$ cat config.mk
export PLATFORM = sky130hd
export DESIGN_NAME = wse_ram
export DESIGN_NICKNAME = d
export VERILOG_FILES = /design/src/rtl/wse_ram.sv
export SDC_FILE = /design/constraint.sdc
export NUM_CORES = 2
export LEC_CHECK = 0
export ABC_CLOCK_PERIOD_IN_PS = 4580
export BUFFER_PORTS_ARGS = -buffer_cell sky130_fd_sc_hd__buf_2
export CELL_PAD_IN_SITES_DETAIL_PLACEMENT = 0
export CELL_PAD_IN_SITES_GLOBAL_PLACEMENT = 1
export CORE_MARGIN = 5
export CORE_UTILIZATION = 30
export CTS_BUF_LIST = sky130_fd_sc_hd__clkbuf_4
export DETAILED_ROUTE_END_ITERATION = 16
export PLACE_DENSITY_LB_ADDON = 0.3
export REMOVE_ABC_BUFFERS = 1
export SETUP_SLACK_MARGIN = 0.4
export SLEW_MARGIN = 20
export SYNTH_ARGS = -nofsm -noshare
export SYNTH_HDL_FRONTEND = slang
export SYNTH_SLANG_ARGS = --single-unit
$ cat constraint.sdc
create_clock -name clk -period 4.58 [get_ports clk]
set_input_delay 0.229 -clock clk [delete_from_list [all_inputs] [get_ports clk]]
set_output_delay 0.229 -clock clk [all_outputs]
set_load 0.05 [all_outputs]
$ cat src/rtl/wse_ram.sv
`default_nettype none
module wse_ram #(
    parameter int WIDTH = 32,
    parameter int DEPTH = 64
) (
    input  wire logic                     clk,
    input  wire logic                     we,
    input  wire logic [$clog2(DEPTH)-1:0] waddr,
    input  wire logic [WIDTH-1:0]         wdata,
    input  wire logic [$clog2(DEPTH)-1:0] raddr,
    output logic      [WIDTH-1:0]         rdata
);

    logic [WIDTH-1:0] mem [DEPTH];

    always_ff @(posedge clk)
    begin
        if (we)
        begin
            mem[waddr] <= wdata;
        end
        rdata <= mem[raddr];
    end

endmodule
`default_nettype wire

==> metrics <==
status=finished clean; post-detail-place hpwl=about 130000 um; hold_ws=about 0.13 ns; largest net degree at the start of global routing=between 60 and 70; post-CTS setup buffers=0; Slew Viols, Final=0; Power Dens Cells=between 400 and 500 nW/um^2; Yosys reg bits=about 2100; Setup Viol. Count Final=0; DRT Wirelength=about 220000 um; Die Wd=~520 um; Placer Congestion=~0.76; CP required=5.47 ns; CP Buf/Inv Count=5; final setup TNS=0 ns; Tot Pwr=between 30 and 40 mW; Nets=about 4100; Clk Latency, worst-skew pair=between 1 and 1.5 ns; Max Root-Sink Buffers=4; Max Clock Skew=0.0819 ns; CTS H-tree lvls=6; CP cell instances=dlygate4sd3_1 -> buf_2 -> nand2b_1 -> dlygate4sd3_1 -> nor2_4 -> dlygate4sd3_1 -> buf_4; Startpoint Class=input port; vias in the first global route=41000; Clock transition at path regs=~0.060 ns; Worst R2R Path Depth=6; synthesized area=between 70000 and 80000 sq um; Slowest Stage Delay on Critical Path=just under 1 ns; top cell type's share of synthesized area=between 70% and 80%; Gate Count Post-Synth=3324; hold path startpoint=raddr[0]; Rel. slew slack=approximately a quarter; Leakage=around 29 nW; first-pass GRT wire length=310000 um; # IOs=between 70 and 80; R2R Path End=rdata[21]$_DFF_P_; RSZ-0062 raised after global routing=no; final hold violations=0; initial antenna violation count=21; FF-to-FF setup slack=around 2.4 ns; YS warnings=0; Routed wire per std cell=about 28 um; DRT Pass-1 Iters=5; sequential cell area fraction in the yosys report=about 79%; hold-critical path depth=5; Fmax=between 300 and 400 MHz; Starting DRT DRC Count=between 3000 and 4000; TritonCTS buffer count=~560; R2R Path Start=mem[40][21]$_DFFE_PP_; Tightest Pin Transition=roughly 1.1 ns; Vias=roughly 40000; synth top area cells=edfxtp_1, mux4_2, mux2i_1, dfxtp_1, o22ai_1; slowest stage cell on the critical path=dlygate4sd3_1; DRC=0; core area=260000 sq um; Worst Path Arrival=between 3 and 4 ns; die area=approximately 270000 sq um; CP dominant cell by count=dlygate4sd3_1; chip height=522 um; PortBufs=slightly below 80; initial core utilization=between 30% and 40%; non-filler cells, final=between 7000 and 8000; CTS Sinks=2080; CP max FO=23; # fillers=roughly 24000; CTS tree=built; Area growth, synth to finish=17.4%; row cnt=~190; Unique masters post-synth=34; fin util=35.4%; Final ANT Viol Nets=0; Max Cap Violations=0; dominant cell type by area after synthesis=edfxtp_1; root buf cell=clkbuf_4; crit path kind=in -> reg; crit path time final=2.67 ns; GRT Overall Usage=16.0%; placed cell count=6912; syn_area_per_cell=between 20 and 25 sq um; share of cells above drive strength 1=39.4%; crit end category=flop; gr ovfl total=0; Hold Path Class=in -> reg; Vias per Instance=between 4 and 5; Max VDD drop=~0.2 mV; crit share post-route=between 50% and 60%; Hold EP=rdata[3]$_DFF_P_; Top delay family on crit path=buffers and inverters
==> worst max-delay path by stage <==
| stage | startpoint | to | slack [ns] | cells after the start |
|---|---|---|---|---|
| after global placement | raddr[0] | rdata[1]$_DFF_P_ | 1.11 | 8 |
| after global routing | rdata[25]$_DFF_P_ | rdata[25] | 1.87 | 1 |
| after CTS | rdata[11]$_DFF_P_ | rdata[11] | 1.84 | 1 |
| after detailed placement | raddr[0] | rdata[1]$_DFF_P_ | 1.11 | 8 |
| final | waddr[2] | mem[50][20]$_DFFE_PP_ | 1.91 | 7 |
| after floorplan | we | mem[48][0]$_DFFE_PP_ | 1.34 | 3 |
==> layout by cell type (no fill, tap or decap), drive strengths merged, types with 5 or more instances in the layout <==
cell type / Yosys / layout
edfxtp: 2048 / 2048
clkbuf: 74 / 821
mux4: 544 / 544
buf: 108 / 274
nor2: 137 / 137
clkinv: 0 / 102
mux2i: 93 / 93
o22ai: 84 / 84
a21oi: 62 / 62
dlygate4sd3: 0 / 52
dfxtp: 32 / 32
o221ai: 27 / 27
nand2: 26 / 26
nor2b: 15 / 15
diode: 0 / 13
a22oi: 12 / 12
bufinv: 0 / 9
a311oi: 8 / 8
nand2b: 8 / 8
inv: 0 / 7
nor3: 7 / 7
nand3b: 5 / 5
nand3: 5 / 5
or3b: 5 / 5
==> flip-flops by register name, indices dropped and copies added (netlist names) <==
| register | flops |
|---|---|
| mem | 2048 |
| rdata | 32 |
==> cell usage after synthesis (all sizes together) <==
master	n
and3	4
o221ai	27
nand2b	8
nor3	7
nand4	2
nor2b	15
clkbuf	74
a31oi	1
buf	108
nor2	137
or3	3
a41o	4
or2	3
edfxtp	2048
o22ai	84
and2	2
nand2	26
nand3	5
a21oi	62
dfxtp	32
a22oi	12
mux2i	93
nand4b	1
or3b	5
o32ai	4
mux4	544
nand3b	5
a311oi	8
==> cells by family (layout without fill, tap and decap cells) <==
logic type             Yosys count  in the layout  share of synthesized area [%]
multiplexers                   637            637                           16.8
flip-flops                    2080           2080                           79.1
other                            0             13                              0
buffers and inverters          182           1265                           1.13
AND/OR/NAND/NOR                223            223                           1.27
AO/OA/AOI/OAI                  202            202                           1.67
==> cell type report <==
cell class / instances / area (sq um) / share of cell area [%]
well taps: 3496 / 4370 / 4.75
clock buffers: 821 / 6160 / 6.69
diodes: 13 / 32.5 / 0.0353
repair buffers: 326 / 2790 / 3.02
multi-input cells: 1062 / 16000 / 17.3
clock inverters: 118 / 693 / 0.752
flip-flops and latches: 2080 / 62100 / 67.4
==> metrics by stage <==
step	cell area [sq um]	worst slack [ns]
2_1_floorplan	77600	1.34
3_3_place_gp	84700	1.11
3_5_place_dp	84800	1.11
4_1_cts	92100	1.84
5_1_grt	92200	1.87
6_report	92200	1.91
==> routing by layer <==
layer	wire [um]	vias up	GRT usage (%)	share of wire, %
met5	13	-	0	0.0059
met4	4870	2	4.60	2.2
met3	13300	345	3.02	6.0
met2	104000	1473	25.1	47
met1	97900	21200	22.7	44
li1	-	16100	-	-
==> report_power, final <==
group	total (mW)	switching (mW)	internal, mW
Combinational	2.22	1.45	0.771
Sequential	21.2	0.111	21.1
Clock	16.1	7.47	8.66
==> tightest hold or removal path, delay by kind of cell <==
family	cells	cell delay [ns]
multiplexers	2	0.71
buffers and inverters	1	0.22
AO/OA/AOI/OAI	1	0.09
AND/OR/NAND/NOR	1	0.09
==> timing repair <==
item,4_1_cts,5_1_grt
setup endpoints to repair,0,0
resized for setup,0,0
hold buffers,52,0
hold endpoints to repair,2799,0
Note: power is estimated with default switching activity, not from simulation.
