[src/rtl/wse_pkg.sv]
`default_nettype none
package wse_pkg;

    localparam int MAX_WINDOW = 64;
    localparam int ADDR_W     = $clog2(MAX_WINDOW);
    localparam int FILL_W     = $clog2(MAX_WINDOW + 1);
    localparam int WIN_W      = 7;
    localparam int VALUE_W    = 32;
    localparam int TIME_W     = 64;

    // one million = 15625 * 2**6
    localparam int            MUL_K_W  = 14;
    localparam logic [13:0]   MUL_K    = 14'd15625;
    localparam int            MUL_SH   = 6;
    localparam int            PROD_W   = VALUE_W + MUL_K_W;
    localparam int            DVD_W    = PROD_W + MUL_SH;
    localparam int            MCNT_W   = $clog2(MUL_K_W);
    localparam int            DCNT_W   = $clog2(DVD_W);

    localparam logic [VALUE_W-1:0] SLOPE_MAX = 32'h7fff_ffff;
    localparam logic [VALUE_W-1:0] SLOPE_MIN = 32'h8000_0000;

    typedef struct packed {
        logic               done;
        logic               sat;
        logic [VALUE_W-1:0] slope;
    } wse_div_status_t;

    function automatic logic [FILL_W-1:0] eff_window(input logic [WIN_W-1:0] w);
        logic [FILL_W-1:0] r;
        if (w == '0)
        begin
            r = FILL_W'(1);
        end
        else if (FILL_W'(w) > FILL_W'(MAX_WINDOW))
        begin
            r = FILL_W'(MAX_WINDOW);
        end
        else
        begin
            r = FILL_W'(w);
        end
        return r;
    endfunction

endpackage
`default_nettype wire

[src/rtl/wse_muldiv.sv]
`default_nettype none
module wse_muldiv (
    input  wire logic                           clk,
    input  wire logic                           rst_n,
    input  wire logic                           start,
    input  wire logic [wse_pkg::VALUE_W-1:0]    mag,
    input  wire logic                           neg,
    input  wire logic [wse_pkg::TIME_W-1:0]     dt,
    output wse_pkg::wse_div_status_t            status
);
    import wse_pkg::*;

    typedef enum logic [3:0] {
        M_IDLE = 4'b0001,
        M_MUL  = 4'b0010,
        M_DIV  = 4'b0100,
        M_DONE = 4'b1000
    } md_state_t;

    md_state_t           state_reg, state_next;
    logic [MCNT_W-1:0]   mcnt_reg, mcnt_next;
    logic [DCNT_W-1:0]   dcnt_reg, dcnt_next;
    logic [MUL_K_W-1:0]  k_reg, k_next;
    logic [PROD_W-1:0]   mcand_reg, mcand_next;
    logic [PROD_W-1:0]   acc_reg, acc_next;
    logic [DVD_W-1:0]    dvd_reg, dvd_next;
    logic [TIME_W-1:0]   dt_reg, dt_next;
    logic [TIME_W-1:0]   rem_reg, rem_next;
    logic [VALUE_W:0]    q_reg, q_next;
    logic                ovf_reg, ovf_next;
    logic                neg_reg, neg_next;
    logic [PROD_W-1:0]   acc_sum;
    logic [TIME_W:0]     trial;
    logic [TIME_W:0]     trial_sub;
    logic                qbit;
    logic                sat;
    logic [VALUE_W-1:0]  qmag;

    assign acc_sum   = acc_reg + (k_reg[0] ? mcand_reg : '0);
    assign trial     = {rem_reg, dvd_reg[DVD_W-1]};
    assign trial_sub = trial - {1'b0, dt_reg};
    assign qbit      = !trial_sub[TIME_W];

    always_ff @(posedge clk or negedge rst_n)
    begin
        if (!rst_n)
        begin
            state_reg <= M_IDLE;
        end
        else
        begin
            state_reg <= state_next;
        end
    end

    always_ff @(posedge clk)
    begin
        mcnt_reg  <= mcnt_next;
        dcnt_reg  <= dcnt_next;
        k_reg     <= k_next;
        mcand_reg <= mcand_next;
        acc_reg   <= acc_next;
        dvd_reg   <= dvd_next;
        dt_reg    <= dt_next;
        rem_reg   <= rem_next;
        q_reg     <= q_next;
        ovf_reg   <= ovf_next;
        neg_reg   <= neg_next;
    end

    always_comb
    begin
        state_next = state_reg;
        mcnt_next  = mcnt_reg;
        dcnt_next  = dcnt_reg;
        k_next     = k_reg;
        mcand_next = mcand_reg;
        acc_next   = acc_reg;
        dvd_next   = dvd_reg;
        dt_next    = dt_reg;
        rem_next   = rem_reg;
        q_next     = q_reg;
        ovf_next   = ovf_reg;
        neg_next   = neg_reg;
        unique case (state_reg)
            M_IDLE:
            begin
                if (start)
                begin
                    k_next     = MUL_K;
                    mcand_next = PROD_W'(mag);
                    acc_next   = '0;
                    dt_next    = dt;
                    neg_next   = neg;
                    mcnt_next  = MCNT_W'(MUL_K_W - 1);
                    state_next = M_MUL;
                end
            end
            M_MUL:
            begin
                // shift-add, one constant bit per cycle
                acc_next   = acc_sum;
                mcand_next = mcand_reg << 1;
                k_next     = k_reg >> 1;
                mcnt_next  = mcnt_reg - MCNT_W'(1);
                if (mcnt_reg == '0)
                begin
                    dvd_next   = {acc_sum, {MUL_SH{1'b0}}};
                    rem_next   = '0;
                    q_next     = '0;
                    ovf_next   = 1'b0;
                    dcnt_next  = DCNT_W'(DVD_W - 1);
                    state_next = M_DIV;
                end
            end
            M_DIV:
            begin
                // restoring division, one quotient bit per cycle
                rem_next  = qbit ? trial_sub[TIME_W-1:0] : trial[TIME_W-1:0];
                dvd_next  = dvd_reg << 1;
                q_next    = {q_reg[VALUE_W-1:0], qbit};
                ovf_next  = ovf_reg | q_reg[VALUE_W];
                dcnt_next = dcnt_reg - DCNT_W'(1);
                if (dcnt_reg == '0)
                begin
                    state_next = M_DONE;
                end
            end
            M_DONE:
            begin
                state_next = M_IDLE;
            end
            default:
            begin
                state_next = M_IDLE;
            end
        endcase
    end

    always_comb
    begin
        if (neg_reg)
        begin
            sat = ovf_reg | q_reg[VALUE_W] | (q_reg[VALUE_W-1] & (|q_reg[VALUE_W-2:0]));
            qmag = sat ? SLOPE_MIN : q_reg[VALUE_W-1:0];
            status.slope = '0 - qmag;
        end
        else
        begin
            sat = ovf_reg | q_reg[VALUE_W] | q_reg[VALUE_W-1];
            qmag = sat ? SLOPE_MAX : q_reg[VALUE_W-1:0];
            status.slope = qmag;
        end
        status.sat  = sat;
        status.done = (state_reg == M_DONE);
    end

endmodule
`default_nettype wire

[config.mk]
export PLATFORM = sky130hd
export DESIGN_NAME = wse_muldiv
export DESIGN_NICKNAME = d
export VERILOG_FILES = /design/src/rtl/wse_pkg.sv /design/src/rtl/wse_muldiv.sv
export SDC_FILE = /design/constraint.sdc
export NUM_CORES = 1
export LEC_CHECK = 0
export BUFFER_PORTS_ARGS = -buffer_cell sky130_fd_sc_hd__buf_2
export CAP_MARGIN = 0
export CELL_PAD_IN_SITES_DETAIL_PLACEMENT = 1
export CELL_PAD_IN_SITES_GLOBAL_PLACEMENT = 2
export CORE_MARGIN = 3
export CORE_UTILIZATION = 40
export DETAILED_ROUTE_END_ITERATION = 16
export PLACE_DENSITY = 0.9
export SLEW_MARGIN = 20
export SYNTH_ARGS = -nofsm -noshare
export SYNTH_HDL_FRONTEND = slang
export SYNTH_SLANG_ARGS = --single-unit
[constraint.sdc]
create_clock -name clk -period 19 [get_ports clk]
set_input_delay 4.75 -clock clk [delete_from_list [all_inputs] [get_ports clk]]
set_output_delay 4.75 -clock clk [all_outputs]
set_load 0.01 [all_outputs]
==> metrics.md <==
| Metric | Value |
|---|---|
| XOR/XNOR Fraction of Synth Area | `0.0493` |
| RR Endpoint | `dvd_reg[51]` |
| CP arrival | `5.01 ns` |
| Final hold violation count | `0` |
| Syn-to-layout area delta | `12.6%` |
| Slew Viols, Final | `0` |
| Crit path cell chain | `or3_1 -> or3_1 -> nor3_4 -> nand2_1 -> nand2_1 -> nand2_1 -> ha_1 -> o21a_1 -> o21ai_0 -> nor2_1 -> o211ai_1 -> a21oi_1 -> a21oi_1 -> buf_2` |
| H-tree depth | `2` |
| R2R Setup Slk | `approximately 14 ns` |
| Synth top area share | `0.482` |
| Slew headroom | `0.265` |
| Tmin final | `roughly 9.8 ns` |
| Avg Cell Area, Syn | `about 9.7 um^2` |
| Clock root cell | `clkbuf_16` |
| Pwr dens | `~130 nW/um^2` |
| Via count | `15,601` |
| Die X | `around 230 um` |
| Hold_sp | `k_reg[13]` |
| Fraction of registers with async set/reset | `0.0122` |
| Antenna violations before repair | `1` |
| Compound-Gate Fraction of Synth Area | `0.150` |
| Max cap viols | `0` |
| Pwr Total | `~3.0 mW` |
| Post-synthesis cell type count | `between 70 and 80` |
| CP dominant cell by count | `nand2_1` |
| Layout cells sized above 1 | `0.104` |
| Seq/Total Area, Yosys | `0.487` |
| Detail Route Antenna Nets | `0` |
| Worst slew pin tran | `1.10 ns` |
| Post-Syn Area | `between 20,000 and 25,000 um^2` |
| IO buf count | `around 130` |
| F_max | `about 100 MHz` |
| Largest family of logic cells by synthesized area | `simple AND/OR/NAND/NOR gates` |
| Top-count cell post-synth | `edfxtp_1` |
| Worst Setup Start Kind | `register` |
| Critical path type | `reg -> out` |
| Drt wl/cell | `~18 um` |
| Worst r2r src | `k_reg[0]` |
| Most used DFF post-synth | `edfxtp_1` |
| CP peak stage delay | `0.71 ns` |
| 1st-pass router iterations | `5` |
| Multi-input gate area | `just under 10,000 um^2` |
| CTS tree | `built` |
| Hold buffer count at CTS | `0` |
| DP Wirelength | `35,900 um` |
| Initial DRC Count | `~820` |
| Final Cycle Share | `0.514` |
| Post-route setup slack | `a little over 9 ns` |
| HP Class | `reg -> reg` |
| Synthesized flop and latch total | `around 330` |
| Total gr overflow | `0` |
| Post-synthesis adder-cell area fraction | `0.0719` |
| Final WL | `a little over 50,000 um` |
| Setup crit end kind | `output pin` |
| Place WS | `about 9.9 ns` |
| Worst EP required | `about 14 ns` |
| Post-CTS Resized | `0` |
| Area leader, netlist | `edfxtp_1` |
| Worst r2r path cells | `13` |
| Clock Sinks | `around 330` |
| Final TNS setup | `0 ns` |
| Status | `finished, final reports clean` |
| Die height | `231 um` |
| Post-CTS Setup Bufs | `0` |
| Number of global-route vias before repair | `16,392` |
| P_leak | `about 9.2 nW` |
| CP max FO | `28` |
| CP max-delay cell | `nand2_1` |
| Layout Skew | `around 0.027 ns` |
| Count of filler cells inserted in the layout | `between 5,000 and 6,000` |
| EDFF count, synth | `325` |
| I/O pin cnt | `about 130` |
| Nets@finish | `approximately 2,400` |
| First-pass GRT wire length | `approximately 85,000 um` |
| Area contributors post-synth | `edfxtp_1, ha_1, nand2_1, a21oi_1, nor2_1` |
| Worst-Skew Late Latency | `~0.57 ns` |
| Mapped Cells | `between 2,000 and 2,500` |
| Via/cell ratio | `between 5 and 6` |
| Starting density of the core | `0.409` |
| GPL Wtd Cong | `~0.86` |
| Rows | `81` |
| Yosys warns | `0` |
| Portion of netlist area occupied by mux cells | `0.0273` |
| Register area | `9860 um^2` |
| Clock slew at reported path FFs | `~0.06 ns` |
| Cells after DPL | `2,793` |
| Overall Global Routing Usage | `0.193` |
| RSZ-0062 raised after global routing | `false` |
| Hold EP | `k_reg[12]` |
| Max Buffers Root-to-Sink | `3` |
| # setup viols final | `0` |
| Core area | `slightly below 50,000 um^2` |
| Die area | `53,300 um^2` |
| Final cell count without fillers | `between 2,000 and 3,000` |
| TritonCTS buffer count | `40` |
| Remaining DRCs | `0` |
| Post-synth top cells | `edfxtp_1, nand2_1, nor2_1` |
| Peak supply drop | `about 160 uV` |
| Worst hold stages | `1` |
| Syn nets | `2,294` |
| Post-Synth Simple-Gate Area | `0.178` |
| Largest net degree at the start of global routing | `around 150` |
| Critical path buffers and inverters | `1` |
| CP delay by family, top | `simple AND/OR/NAND/NOR gates` |
[power by group]
part / internal [mW] / switching, mW / leakage [nW] / total, mW
Combinational: 0.439 / 0.755 / 5.22 / 1.19
Sequential: 1.05 / 0.0552 / 3.32 / 1.10
Clock: 0.437 / 0.314 / 0.619 / 0.751
[cells by family after synthesis]
family,after synthesis
AOI/OAI and AO/OA,502
xor gates and xnor gates,114
adders and majority gates,115
buffers and inverters,191
DFF,329
muxes,55
and+or+nand+nor,773
[stage by stage]
| step | hold WS (ns) | instance area, um^2 | utilization |
|---|---|---|---|
| after floorplan | 0.477 | 20200 | - |
| after global placement | 0.483 | 21500 | 0.435 |
| after detailed placement | 0.489 | 21500 | 0.435 |
| after CTS | 0.503 | 22800 | 0.460 |
| after global routing | 0.531 | 22800 | 0.460 |
| final | 0.505 | 22800 | 0.460 |
[worst max-delay path by stage]
stage	startpoint	to	slack (ns)	depth (start not counted)
after floorplan	state_reg[3]	dcnt_reg[0]	6.41	4
after global placement	q_reg[19]	status[28]	10.03	14
after detailed placement	q_reg[19]	status[28]	9.92	14
after CTS	q_reg[2]	status[28]	9.30	14
after global routing	q_reg[2]	status[30]	8.90	15
final	q_reg[8]	status[28]	9.24	14
[routing by layer]
metal  global-route usage  vias up  part of all wire
li1                     -     7617                 -
met1                0.259     7729              0.47
met2                0.330      192              0.48
met3               0.0289       63             0.029
met4               0.0465        0             0.019
met5                    0        -                 0
[final cells by class]
cell class	instances	share of cell area
inverters	96	0.0158
diodes	1	0.000110
multi-input cells	1559	0.425
clock inverters	26	0.00940
repair buffers	145	0.0337
well taps	664	0.0365
clock buffers	48	0.0462
flip-flops and latches	329	0.433
[cells in the final DEF, fill, tap and decap left out, drive strengths merged, types with 64 or more instances in the layout]
master	n
a21oi	172
and2	107
buf	145
edfxtp	325
ha	113
inv	99
nand2	286
nor2	221
o21ai	141
xnor2	64
Note: power is estimated with default switching activity, not from simulation.
